[src/rtl/core/rgbhsl_pkg.sv]
`timescale 1ns / 1ps
`default_nettype none
// ----------------------------------------------------------------------------
// rgbhsl_pkg
// shared types, constants and the divider step for the rgb to hsl converter
// ----------------------------------------------------------------------------
package rgbhsl_pkg;

    localparam int QUOT_W  = 16;
    localparam int DIVR_W  = 9;
    localparam int NUMR_W  = QUOT_W + DIVR_W;

    localparam logic [1:0] SEC_RED   = 2'd0;
    localparam logic [1:0] SEC_GREEN = 2'd1;
    localparam logic [1:0] SEC_BLUE  = 2'd2;

    localparam logic [8:0]  HUE_COEF_GREEN = 9'd120;
    localparam logic [8:0]  HUE_COEF_BLUE  = 9'd240;
    localparam logic [8:0]  HUE_COEF_WRAP  = 9'd360;
    localparam logic [5:0]  DEG_PER_SECTOR = 6'd60;
    localparam logic [16:0] SAT_SCALE      = 17'd131070;
    localparam logic [8:0]  SUM_FULL       = 9'd510;
    localparam logic [15:0] HUE_FULL       = 16'd360;

    // one row of the divider pipeline: two restoring dividers side by side
    typedef struct packed {
        logic [DIVR_W-1:0] hrem;
        logic [QUOT_W-1:0] hsh;
        logic [DIVR_W-1:0] hdiv;
        logic [DIVR_W-1:0] srem;
        logic [QUOT_W-1:0] ssh;
        logic [DIVR_W-1:0] sdiv;
        logic [8:0]        sum;
        logic [7:0]        alpha;
        logic              grey;
        logic              flat;
    } div_stage_t;

    // one quotient bit; the shift register turns from dividend into quotient
    function automatic logic [DIVR_W+QUOT_W-1:0] div_bit(
        input logic [DIVR_W-1:0] rem,
        input logic [QUOT_W-1:0] sh,
        input logic [DIVR_W-1:0] dv
    );
        logic [DIVR_W:0]   t;
        logic              ge;
        logic [DIVR_W-1:0] r;
        t  = {rem, sh[QUOT_W-1]};
        ge = (t >= {1'b0, dv});
        r  = ge ? DIVR_W'(t - {1'b0, dv}) : t[DIVR_W-1:0];
        return {r, sh[QUOT_W-2:0], ge};
    endfunction

endpackage
`default_nettype wire

[src/rtl/core/rgbhsl_pix_if.sv]
`timescale 1ns / 1ps
`default_nettype none
// ----------------------------------------------------------------------------
// rgbhsl_pix_if
// rgba pixel channel with valid / ready
// ----------------------------------------------------------------------------
interface rgbhsl_pix_if;
    logic       valid;
    logic       ready;
    logic [7:0] red;
    logic [7:0] green;
    logic [7:0] blue;
    logic [7:0] alpha_in;

    modport source (output valid, output red, output green, output blue,
                    output alpha_in, input ready);
    modport sink   (input valid, input red, input green, input blue,
                    input alpha_in, output ready);
endinterface
`default_nettype wire

[src/rtl/core/rgbhsl_hsl_if.sv]
`timescale 1ns / 1ps
`default_nettype none
// ----------------------------------------------------------------------------
// rgbhsl_hsl_if
// hsl result channel with valid / ready
// ----------------------------------------------------------------------------
interface rgbhsl_hsl_if;
    logic        valid;
    logic        ready;
    logic [8:0]  hue;
    logic [15:0] saturation;
    logic [8:0]  lightness_sum;
    logic [7:0]  alpha_out;

    modport source (output valid, output hue, output saturation,
                    output lightness_sum, output alpha_out, input ready);
    modport sink   (input valid, input hue, input saturation,
                    input lightness_sum, input alpha_out, output ready);
endinterface
`default_nettype wire

[src/rtl/core/rgb_to_hsl_pixel_convert_core.sv]
`timescale 1ns / 1ps
`default_nettype none
// ----------------------------------------------------------------------------
// rgb_to_hsl_pixel_convert_core
// rgba pixel to hue / saturation / lightness sum; while ready is high, one pixel per clock
// ----------------------------------------------------------------------------
// usage:
//   pix carries red, green, blue and alpha_in; hsl returns hue (degrees),
//   saturation (q0.16), lightness_sum (max + min) and alpha_out
//   a transaction completes on a rising edge with valid and ready both high
//   path: a pixel passes through nineteen register stages: two front
//   stages, sixteen divider stages (one quotient bit each) and the
//   output register
//   throughput: one pixel per clock while the receiver keeps ready high;
//   the sixteen-stage divider sets the latency, not the rate
//   when the receiver stalls the whole pipeline holds and pix.ready drops
//   only while a finished result waits; nothing is lost or repeated
//   reset clears all valid bits; payload registers are not reset
// ----------------------------------------------------------------------------
module rgb_to_hsl_pixel_convert_core
    import rgbhsl_pkg::*;
(
    input  wire logic     clk,
    input  wire logic     rst_n,
    rgbhsl_pix_if.sink    pix,
    rgbhsl_hsl_if.source  hsl
);

    logic       en;
    logic       front_valid;
    div_stage_t front_stage;
    logic       div_valid;
    div_stage_t div_stage;

    logic        out_valid_reg;
    logic [8:0]  hue_reg;
    logic [15:0] sat_reg;
    logic [8:0]  sum_reg;
    logic [7:0]  alpha_reg;
    logic [8:0]  hue_next;
    logic [15:0] sat_next;

    assign en        = !out_valid_reg || hsl.ready;
    assign pix.ready = en;

    rgbhsl_front u_front (
        .clk       (clk),
        .rst_n     (rst_n),
        .en        (en),
        .in_valid  (pix.valid),
        .red       (pix.red),
        .green     (pix.green),
        .blue      (pix.blue),
        .alpha_in  (pix.alpha_in),
        .out_valid (front_valid),
        .out_stage (front_stage)
    );

    rgbhsl_div u_div (
        .clk       (clk),
        .rst_n     (rst_n),
        .en        (en),
        .in_valid  (front_valid),
        .in_stage  (front_stage),
        .out_valid (div_valid),
        .out_stage (div_stage)
    );

    // hue rounding can reach 360, which wraps to 0
    always_comb
    begin
        if (div_stage.grey)
            hue_next = 9'd0;
        else if (div_stage.hsh >= HUE_FULL)
            hue_next = 9'(div_stage.hsh - HUE_FULL);
        else
            hue_next = div_stage.hsh[8:0];
        sat_next = div_stage.flat ? 16'd0 : div_stage.ssh;
    end

    always_ff @(posedge clk or negedge rst_n)
    begin
        if (!rst_n)
            out_valid_reg <= 1'b0;
        else if (en)
            out_valid_reg <= div_valid;
    end

    always_ff @(posedge clk)
    begin
        if (en)
        begin
            hue_reg   <= hue_next;
            sat_reg   <= sat_next;
            sum_reg   <= div_stage.sum;
            alpha_reg <= div_stage.alpha;
        end
    end

    assign hsl.valid         = out_valid_reg;
    assign hsl.hue           = hue_reg;
    assign hsl.saturation    = sat_reg;
    assign hsl.lightness_sum = sum_reg;
    assign hsl.alpha_out     = alpha_reg;

    a_hue_range: assert property (@(posedge clk) disable iff (!rst_n)
        hsl.valid |-> (hsl.hue < 9'd360))
        else $error("hue out of range");

    a_sum_range: assert property (@(posedge clk) disable iff (!rst_n)
        hsl.valid |-> (hsl.lightness_sum <= SUM_FULL))
        else $error("lightness sum out of range");

    a_sat_flat: assert property (@(posedge clk) disable iff (!rst_n)
        (hsl.valid && (hsl.lightness_sum == 9'd0 || hsl.lightness_sum == SUM_FULL))
        |-> (hsl.saturation == 16'd0))
        else $error("saturation nonzero for black or white");

endmodule
`default_nettype wire

[src/rtl/core/rgbhsl_front.sv]
`timescale 1ns / 1ps
`default_nettype none
// ----------------------------------------------------------------------------
// rgbhsl_front
// two stages: max / min and sector, then the hue and saturation dividends
// ----------------------------------------------------------------------------
module rgbhsl_front
    import rgbhsl_pkg::*;
(
    input  wire logic       clk,
    input  wire logic       rst_n,
    input  wire logic       en,
    input  wire logic       in_valid,
    input  wire logic [7:0] red,
    input  wire logic [7:0] green,
    input  wire logic [7:0] blue,
    input  wire logic [7:0] alpha_in,
    output      logic       out_valid,
    output      div_stage_t out_stage
);

    logic       a_valid_reg;
    logic [7:0] a_c_reg;
    logic [8:0] a_sum_reg;
    logic [1:0] a_sec_reg;
    logic       a_neg_reg;
    logic [7:0] a_dm_reg;
    logic [7:0] a_alpha_reg;

    logic       b_valid_reg;
    div_stage_t b_stage_reg;

    logic [7:0] mx, mn, dp, dn;
    logic [1:0] sec;
    logic       neg;

    always_comb
    begin
        mx = red;
        if (green > mx) mx = green;
        if (blue > mx)  mx = blue;
        mn = red;
        if (green < mn) mn = green;
        if (blue < mn)  mn = blue;
        if (red >= green && red >= blue)
        begin
            sec = SEC_RED;
            dp  = green;
            dn  = blue;
        end
        else if (green >= blue)
        begin
            sec = SEC_GREEN;
            dp  = blue;
            dn  = red;
        end
        else
        begin
            sec = SEC_BLUE;
            dp  = red;
            dn  = green;
        end
        neg = dp < dn;
    end

    always_ff @(posedge clk or negedge rst_n)
    begin
        if (!rst_n)
            a_valid_reg <= 1'b0;
        else if (en)
            a_valid_reg <= in_valid;
    end

    always_ff @(posedge clk)
    begin
        if (en)
        begin
            a_c_reg     <= mx - mn;
            a_sum_reg   <= {1'b0, mx} + {1'b0, mn};
            a_sec_reg   <= sec;
            a_neg_reg   <= neg;
            a_dm_reg    <= neg ? dn - dp : dp - dn;
            a_alpha_reg <= alpha_in;
        end
    end

    logic [8:0]        coef;
    logic [16:0]       base;
    logic [13:0]       sixty;
    logic [16:0]       num;
    logic [17:0]       hue_num;
    logic [7:0]        den;
    logic [24:0]       sat_num;
    logic [NUMR_W-1:0] hue_ext;
    div_stage_t        b_stage_next;

    always_comb
    begin
        unique case (a_sec_reg)
            SEC_RED:   coef = a_neg_reg ? HUE_COEF_WRAP : 9'd0;
            SEC_GREEN: coef = HUE_COEF_GREEN;
            SEC_BLUE:  coef = HUE_COEF_BLUE;
            default:   coef = 9'd0;
        endcase
        base    = {8'b0, coef} * {9'b0, a_c_reg};
        sixty   = {6'b0, a_dm_reg} * {8'b0, DEG_PER_SECTOR};
        num     = a_neg_reg ? base - {3'b0, sixty} : base + {3'b0, sixty};
        hue_num = {num, 1'b0} + {10'b0, a_c_reg};
        den     = (a_sum_reg <= 9'd255) ? a_sum_reg[7:0] : 8'(SUM_FULL - a_sum_reg);
        sat_num = {17'b0, a_c_reg} * {8'b0, SAT_SCALE} + {17'b0, den};
        hue_ext = {7'b0, hue_num};

        b_stage_next.hrem  = hue_ext[NUMR_W-1:QUOT_W];
        b_stage_next.hsh   = hue_ext[QUOT_W-1:0];
        b_stage_next.hdiv  = {a_c_reg, 1'b0};
        b_stage_next.srem  = sat_num[NUMR_W-1:QUOT_W];
        b_stage_next.ssh   = sat_num[QUOT_W-1:0];
        b_stage_next.sdiv  = {den, 1'b0};
        b_stage_next.sum   = a_sum_reg;
        b_stage_next.alpha = a_alpha_reg;
        b_stage_next.grey  = (a_c_reg == 8'd0);
        b_stage_next.flat  = (den == 8'd0);
    end

    always_ff @(posedge clk or negedge rst_n)
    begin
        if (!rst_n)
            b_valid_reg <= 1'b0;
        else if (en)
            b_valid_reg <= a_valid_reg;
    end

    always_ff @(posedge clk)
    begin
        if (en)
            b_stage_reg <= b_stage_next;
    end

    assign out_valid = b_valid_reg;
    assign out_stage = b_stage_reg;

endmodule
`default_nettype wire

[src/rtl/core/rgbhsl_div.sv]
`timescale 1ns / 1ps
`default_nettype none
// ----------------------------------------------------------------------------
// rgbhsl_div
// pipelined restoring division, one quotient bit per stage, hue and
// saturation lanes in step
// ----------------------------------------------------------------------------
module rgbhsl_div
    import rgbhsl_pkg::*;
(
    input  wire logic       clk,
    input  wire logic       rst_n,
    input  wire logic       en,
    input  wire logic       in_valid,
    input  wire div_stage_t in_stage,
    output      logic       out_valid,
    output      div_stage_t out_stage
);

    div_stage_t       stage_d   [0:QUOT_W];
    logic [QUOT_W:0]  valid_d;
    div_stage_t       stage_reg [0:QUOT_W-1];
    logic [QUOT_W-1:0] valid_reg;

    assign stage_d[0] = in_stage;
    assign valid_d[0] = in_valid;

    for (genvar k = 0; k < QUOT_W; k++)
    begin : g_step
        div_stage_t stage_next;

        always_comb
        begin
            stage_next = stage_d[k];
            {stage_next.hrem, stage_next.hsh} =
                div_bit(stage_d[k].hrem, stage_d[k].hsh, stage_d[k].hdiv);
            {stage_next.srem, stage_next.ssh} =
                div_bit(stage_d[k].srem, stage_d[k].ssh, stage_d[k].sdiv);
        end

        always_ff @(posedge clk or negedge rst_n)
        begin
            if (!rst_n)
                valid_reg[k] <= 1'b0;
            else if (en)
                valid_reg[k] <= valid_d[k];
        end

        always_ff @(posedge clk)
        begin
            if (en)
                stage_reg[k] <= stage_next;
        end

        assign stage_d[k+1] = stage_reg[k];
        assign valid_d[k+1] = valid_reg[k];
    end

    assign out_valid = valid_d[QUOT_W];
    assign out_stage = stage_d[QUOT_W];

endmodule
`default_nettype wire
[src/flat_wrapper.sv]
// flat-port wrapper written by rule: the top's interface ports become plain ports
module rgb_to_hsl_pixel_convert_core_flat import rgbhsl_pkg::*;
  (clk, rst_n, pix_valid, pix_red, pix_green, pix_blue, pix_alpha_in, pix_ready, hsl_valid, hsl_hue, hsl_saturation, hsl_lightness_sum, hsl_alpha_out, hsl_ready);
  rgbhsl_pix_if pix_i ();
  rgbhsl_hsl_if hsl_i ();
  input  wire logic clk;
  input  wire logic rst_n;
  input wire logic [$bits(pix_i.valid)-1:0] pix_valid;
  input wire logic [$bits(pix_i.red)-1:0] pix_red;
  input wire logic [$bits(pix_i.green)-1:0] pix_green;
  input wire logic [$bits(pix_i.blue)-1:0] pix_blue;
  input wire logic [$bits(pix_i.alpha_in)-1:0] pix_alpha_in;
  output wire logic [$bits(pix_i.ready)-1:0] pix_ready;
  output wire logic [$bits(hsl_i.valid)-1:0] hsl_valid;
  output wire logic [$bits(hsl_i.hue)-1:0] hsl_hue;
  output wire logic [$bits(hsl_i.saturation)-1:0] hsl_saturation;
  output wire logic [$bits(hsl_i.lightness_sum)-1:0] hsl_lightness_sum;
  output wire logic [$bits(hsl_i.alpha_out)-1:0] hsl_alpha_out;
  input wire logic [$bits(hsl_i.ready)-1:0] hsl_ready;
  assign pix_i.valid = pix_valid;
  assign pix_i.red = pix_red;
  assign pix_i.green = pix_green;
  assign pix_i.blue = pix_blue;
  assign pix_i.alpha_in = pix_alpha_in;
  assign pix_ready = pix_i.ready;
  assign hsl_valid = hsl_i.valid;
  assign hsl_hue = hsl_i.hue;
  assign hsl_saturation = hsl_i.saturation;
  assign hsl_lightness_sum = hsl_i.lightness_sum;
  assign hsl_alpha_out = hsl_i.alpha_out;
  assign hsl_i.ready = hsl_ready;
  rgb_to_hsl_pixel_convert_core u_core (.clk(clk), .rst_n(rst_n), .pix(pix_i), .hsl(hsl_i));
endmodule
[config.mk]
export PLATFORM = sky130hd
export DESIGN_NAME = rgb_to_hsl_pixel_convert_core_flat
export DESIGN_NICKNAME = d
export VERILOG_FILES = /design/src/rtl/core/rgbhsl_pkg.sv /design/src/rtl/core/rgbhsl_pix_if.sv /design/src/rtl/core/rgbhsl_hsl_if.sv /design/src/rtl/core/rgb_to_hsl_pixel_convert_core.sv /design/src/rtl/core/rgbhsl_front.sv /design/src/rtl/core/rgbhsl_div.sv /design/src/flat_wrapper.sv
export SDC_FILE = /design/constraint.sdc
export NUM_CORES = 2
export LEC_CHECK = 0
export ABC_AREA = 1
export BUFFER_PORTS_ARGS = -buffer_cell sky130_fd_sc_hd__buf_2
export CAP_MARGIN = 30
export CORE_MARGIN = 2
export CORE_UTILIZATION = 57
export CTS_BUF_LIST = sky130_fd_sc_hd__clkbuf_16
export CTS_CLUSTER_SIZE = 12
export DETAILED_ROUTE_END_ITERATION = 12
export PLACE_DENSITY = 0.76
export SYNTH_ARGS = -nofsm -noshare
export SYNTH_HDL_FRONTEND = slang
export SYNTH_SLANG_ARGS = --single-unit
[constraint.sdc]
create_clock -name clk -period 38.7 [get_ports clk]
set_input_delay 1.935 -clock clk [delete_from_list [all_inputs] [get_ports clk]]
set_output_delay 1.935 -clock clk [all_outputs]
set_load 0.01 [all_outputs]
==> results.txt <==
----------------------------------------------------
[CTS]
  Clock slew at the register clock pins of the worst setup and hold paths ... 0.06 ns
  Total number of clock tree sinks ... 1,405
  Postcts setup bufs ... 0
  CTS tree ... done
  Clock latency on the worst-skew pair ... 0.74 ns
  Clock Tree Buf Depth ... 3
  Total clock buffers created by CTS ... 145
  Gates resized, CTS repair ... 0
  Deepest level of the CTS H-tree ... 4
  Number of buffers inserted for hold repair after clock tree synthesis ... 0
  Library cell used as clock root buffer ... sky130_fd_sc_hd__clkbuf_16

[Synthesis]
  Mean Syn Cell Area ... 12.76 um^2
  Syn Std Cell Area ... 64,470 um^2
  Async set or reset register ratio after synthesis ... 1.352%
  Largest area contributor in the synthesized netlist ... sky130_fd_sc_hd__edfxtp_1
  Synthesized Nets ... 5,632
  Number of warnings printed during yosys synthesis ... 0
  Mapped Cells ... 5,053
  Number of distinct library cells after synthesis ... 52
  Cells taking the most area after synthesis ... sky130_fd_sc_hd__edfxtp_1 65%, sky130_fd_sc_hd__ha_1 8.5%, sky130_fd_sc_hd__inv_1 4.1%
  Share of synthesized area occupied by flip-flops and latches ... 65.29%
  Number of storage elements in the synthesis netlist ... 1,405
  Commonest register cell after synthesis ... sky130_fd_sc_hd__edfxtp_1
  EDFF count, synth ... 1,386
  Yosys top cell area share ... 64.56%

[Timing]
  Worst max-slew margin expressed relative to the limit ... 36.37%
  Total count of max-transition violations in the final report ... 0
  Min Clock Period, post-route ... 6.881 ns
  Unrepaired setup endpoints after global routing ... false
  Maximum frequency from static timing analysis ... 0.1453 GHz
  Number of setup violations in the final report ... 0
  Final hold vios ... 0
  Largest clock skew in the final design ... 0.03119 ns
  Slew at the pin with the worst max-slew slack ... 0.9544 ns
  Setup TNS ... 0 ns
  Final period util ... 17.78%

[Global route]
  Antenna violations before repair ... 2
  Overflow after GRT ... 0
  First-pass GRT wire length ... 173,500 um
  Maximum number of pins on one net before global-route repair ... 183
  Overall Global Routing Usage ... 18.46%
  Via count of the first global-routing pass ... 36.33k

[Floorplan]
  Horizontal die dimension ... 340.3 um
  Boundary pin count ... 80
  Starting utilization of the core area ... 57.39%
  Standard-cell row count ... 123
  Die extent in y ... 340.3 um
  Floorplan core area ... 112,300 um^2
  Die area ... 115,800 um^2

[Worst setup path]
  Slowest cell on the critical path ... sky130_fd_sc_hd__a21oi_1
  Required @ worst endpoint ... 39.18 ns
  Critical path startpoint ... u_core.u_front.a_sec_reg[0]
  Sort of element at the end of the critical path ... flip-flop
  Arrival time of the worst setup path ... 7.37 ns
  Largest stage delay, worst path ... 0.59 ns
  Cells on worst reg2reg path ... 29
  Start of the worst register-to-register path ... u_core.u_front.a_sec_reg[0]
  Reg2Reg Capture Point ... u_core.u_front.out_stage[79]
  Type of element launching the critical path ... flip-flop
  Reg2reg setup slack ... 31.82 ns
  Critical Path Sink ... u_core.u_front.out_stage[79]
  Most used cell, CP ... sky130_fd_sc_hd__inv_1
  Maximum fanout encountered on the critical timing path ... 9
  Critical path start-end classification ... reg2reg

[Finish]
  Share of cells above drive strength 1 ... 6.689%
  Layout Area Growth over Synthesis ... 10.21%
  ANT cells ... 0
  Net count, final ... 5,832
  Most common library cell in the layout ignoring fill and taps ... sky130_fd_sc_hd__edfxtp_1
  Commonest cells after routing, fill and taps aside ... 1,386 x sky130_fd_sc_hd__edfxtp_1, 745 x sky130_fd_sc_hd__inv_1, 571 x sky130_fd_sc_hd__nand2_1, 543 x sky130_fd_sc_hd__nor2_1, 461 x sky130_fd_sc_hd__a21oi_1
  Number of flip-flops in the largest register ... 1,237
  Util after Layout ... 63.25%

[Hold path]
  Class of the worst hold path ... reg2reg

[Route]
  Total via count after detailed routing ... 35.75k
  Avg WL per Cell ... 15.37 um
  Vias/cell ... 5.228
  Number of detailed-routing iterations run before antenna repair ... 7
  Number of nets with antenna violations after detailed routing ... 0
  Initial DRC Count ... 2,348
  Number of remaining DRC errors ... 0
  Total detailed-routing wirelength ... 105,100 um

[Job]
  Number of max-capacitance violations reported ... 0

[Run status]
  Outcome ... finished clean

[Placement]
  Global placer's final weighted congestion ... 0.8817
  Number of buffers inserted by port buffering ... 79
  DPL Wire Length ... 73,340 um

----------------------------------------------------
## area by class of cell
cell class,count,area [um^2]
clock buffer,150,3754
clock inverter,81,555.5
fill,8179,41290
inverter,716,2688
multi-input combinational,2883,19430
sequential,1405,42100
tap,1500,1877
timing repair buffer,102,660.6
## synth_stat cells (15+ instances only)
cell type / number
sky130_fd_sc_hd__nand3_2: 17
sky130_fd_sc_hd__a21oi_1: 461
sky130_fd_sc_hd__nor2_1: 543
sky130_fd_sc_hd__fa_1: 103
sky130_fd_sc_hd__o211ai_1: 30
sky130_fd_sc_hd__nor3_1: 49
sky130_fd_sc_hd__o21ai_0: 141
sky130_fd_sc_hd__inv_1: 712
sky130_fd_sc_hd__nand3_1: 116
sky130_fd_sc_hd__ha_1: 440
sky130_fd_sc_hd__buf_4: 15
sky130_fd_sc_hd__xnor2_1: 89
sky130_fd_sc_hd__nand4_1: 40
sky130_fd_sc_hd__xor2_1: 158
sky130_fd_sc_hd__nand2_1: 572
sky130_fd_sc_hd__edfxtp_1: 1386
sky130_fd_sc_hd__dfrtp_1: 19
sky130_fd_sc_hd__mux2_2: 16
sky130_fd_sc_hd__buf_2: 17
## through the flow
stage | cells | setup WS (ns) | instance area, um^2 | hold WS [ns]
floorplan | 5053 | 0.4114 | 64480 | 0.4003
global placement | 6602 | 31.95 | 66640 | 0.4001
detailed placement | 6603 | 31.80 | 66660 | 0.4045
CTS | 6834 | 31.80 | 70970 | 0.4020
global route | 6837 | 31.37 | 71060 | 0.4115
finish | 6837 | 31.82 | 71060 | 0.3937
## cells by family (layout without fill, tap and decap cells)
kind of cell	after synthesis	after routing	synth area share, %
muxes	17	17	0.2950
AOI/OAI and AO/OA	685	685	5.653
xor gates and xnor gates	248	248	3.381
adders and majority gates	543	543	11.74
buffers and inverters	765	1049	4.586
and+or+nand+nor	1390	1390	9.054
DFF	1405	1405	65.29
## worst min-delay path by stage
stage	start	endpoint	slack, ns	cells after the start
6_report	u_core.u_div.stage_reg[0][154]	u_core.u_div.stage_reg[0][242]	0.39	0
3_3_place_gp	u_core.u_div.stage_reg[1][443]	u_core.u_div.stage_reg[1][530]	0.40	0
2_1_floorplan	u_core.u_div.stage_reg[1][611]	u_core.hsl.alpha_out[0]	0.40	0
3_5_place_dp	u_core.u_div.stage_reg[1][618]	u_core.hsl.alpha_out[7]	0.40	0
5_1_grt	u_core.u_div.stage_reg[0][154]	u_core.u_div.stage_reg[0][242]	0.41	0
4_1_cts	u_core.u_div.stage_reg[0][154]	u_core.u_div.stage_reg[0][242]	0.40	0
## critical path: cells and delay by family, from the launching register on
| kind | cells | cell delay (ns) |
|---|---|---|
| flip-flops | 1 | 0.37 |
| AND/OR/NAND/NOR | 9 | 0.99 |
| adder cells (fa/ha/maj) | 7 | 3.21 |
| AO/OA/AOI/OAI | 6 | 1.46 |
| XOR/XNOR | 1 | 0.22 |
| buffers and inverters | 6 | 0.37 |
## metal layers
| metal | global-route usage [%] | up-vias | part of all wire [%] |
|---|---|---|---|
| met3 | 3.044 | 209 | 3.5 |
| met5 | 0 | - | 0.026 |
| met4 | 7.131 | 4 | 2.9 |
| li1 | - | 17877 | - |
| met1 | 21.34 | 16993 | 40 |
| met2 | 34.15 | 663 | 53 |
Power is left out: the tool's default activity adds up to more than one toggle a clock period on the data nets, which glitch-free logic cannot reach.
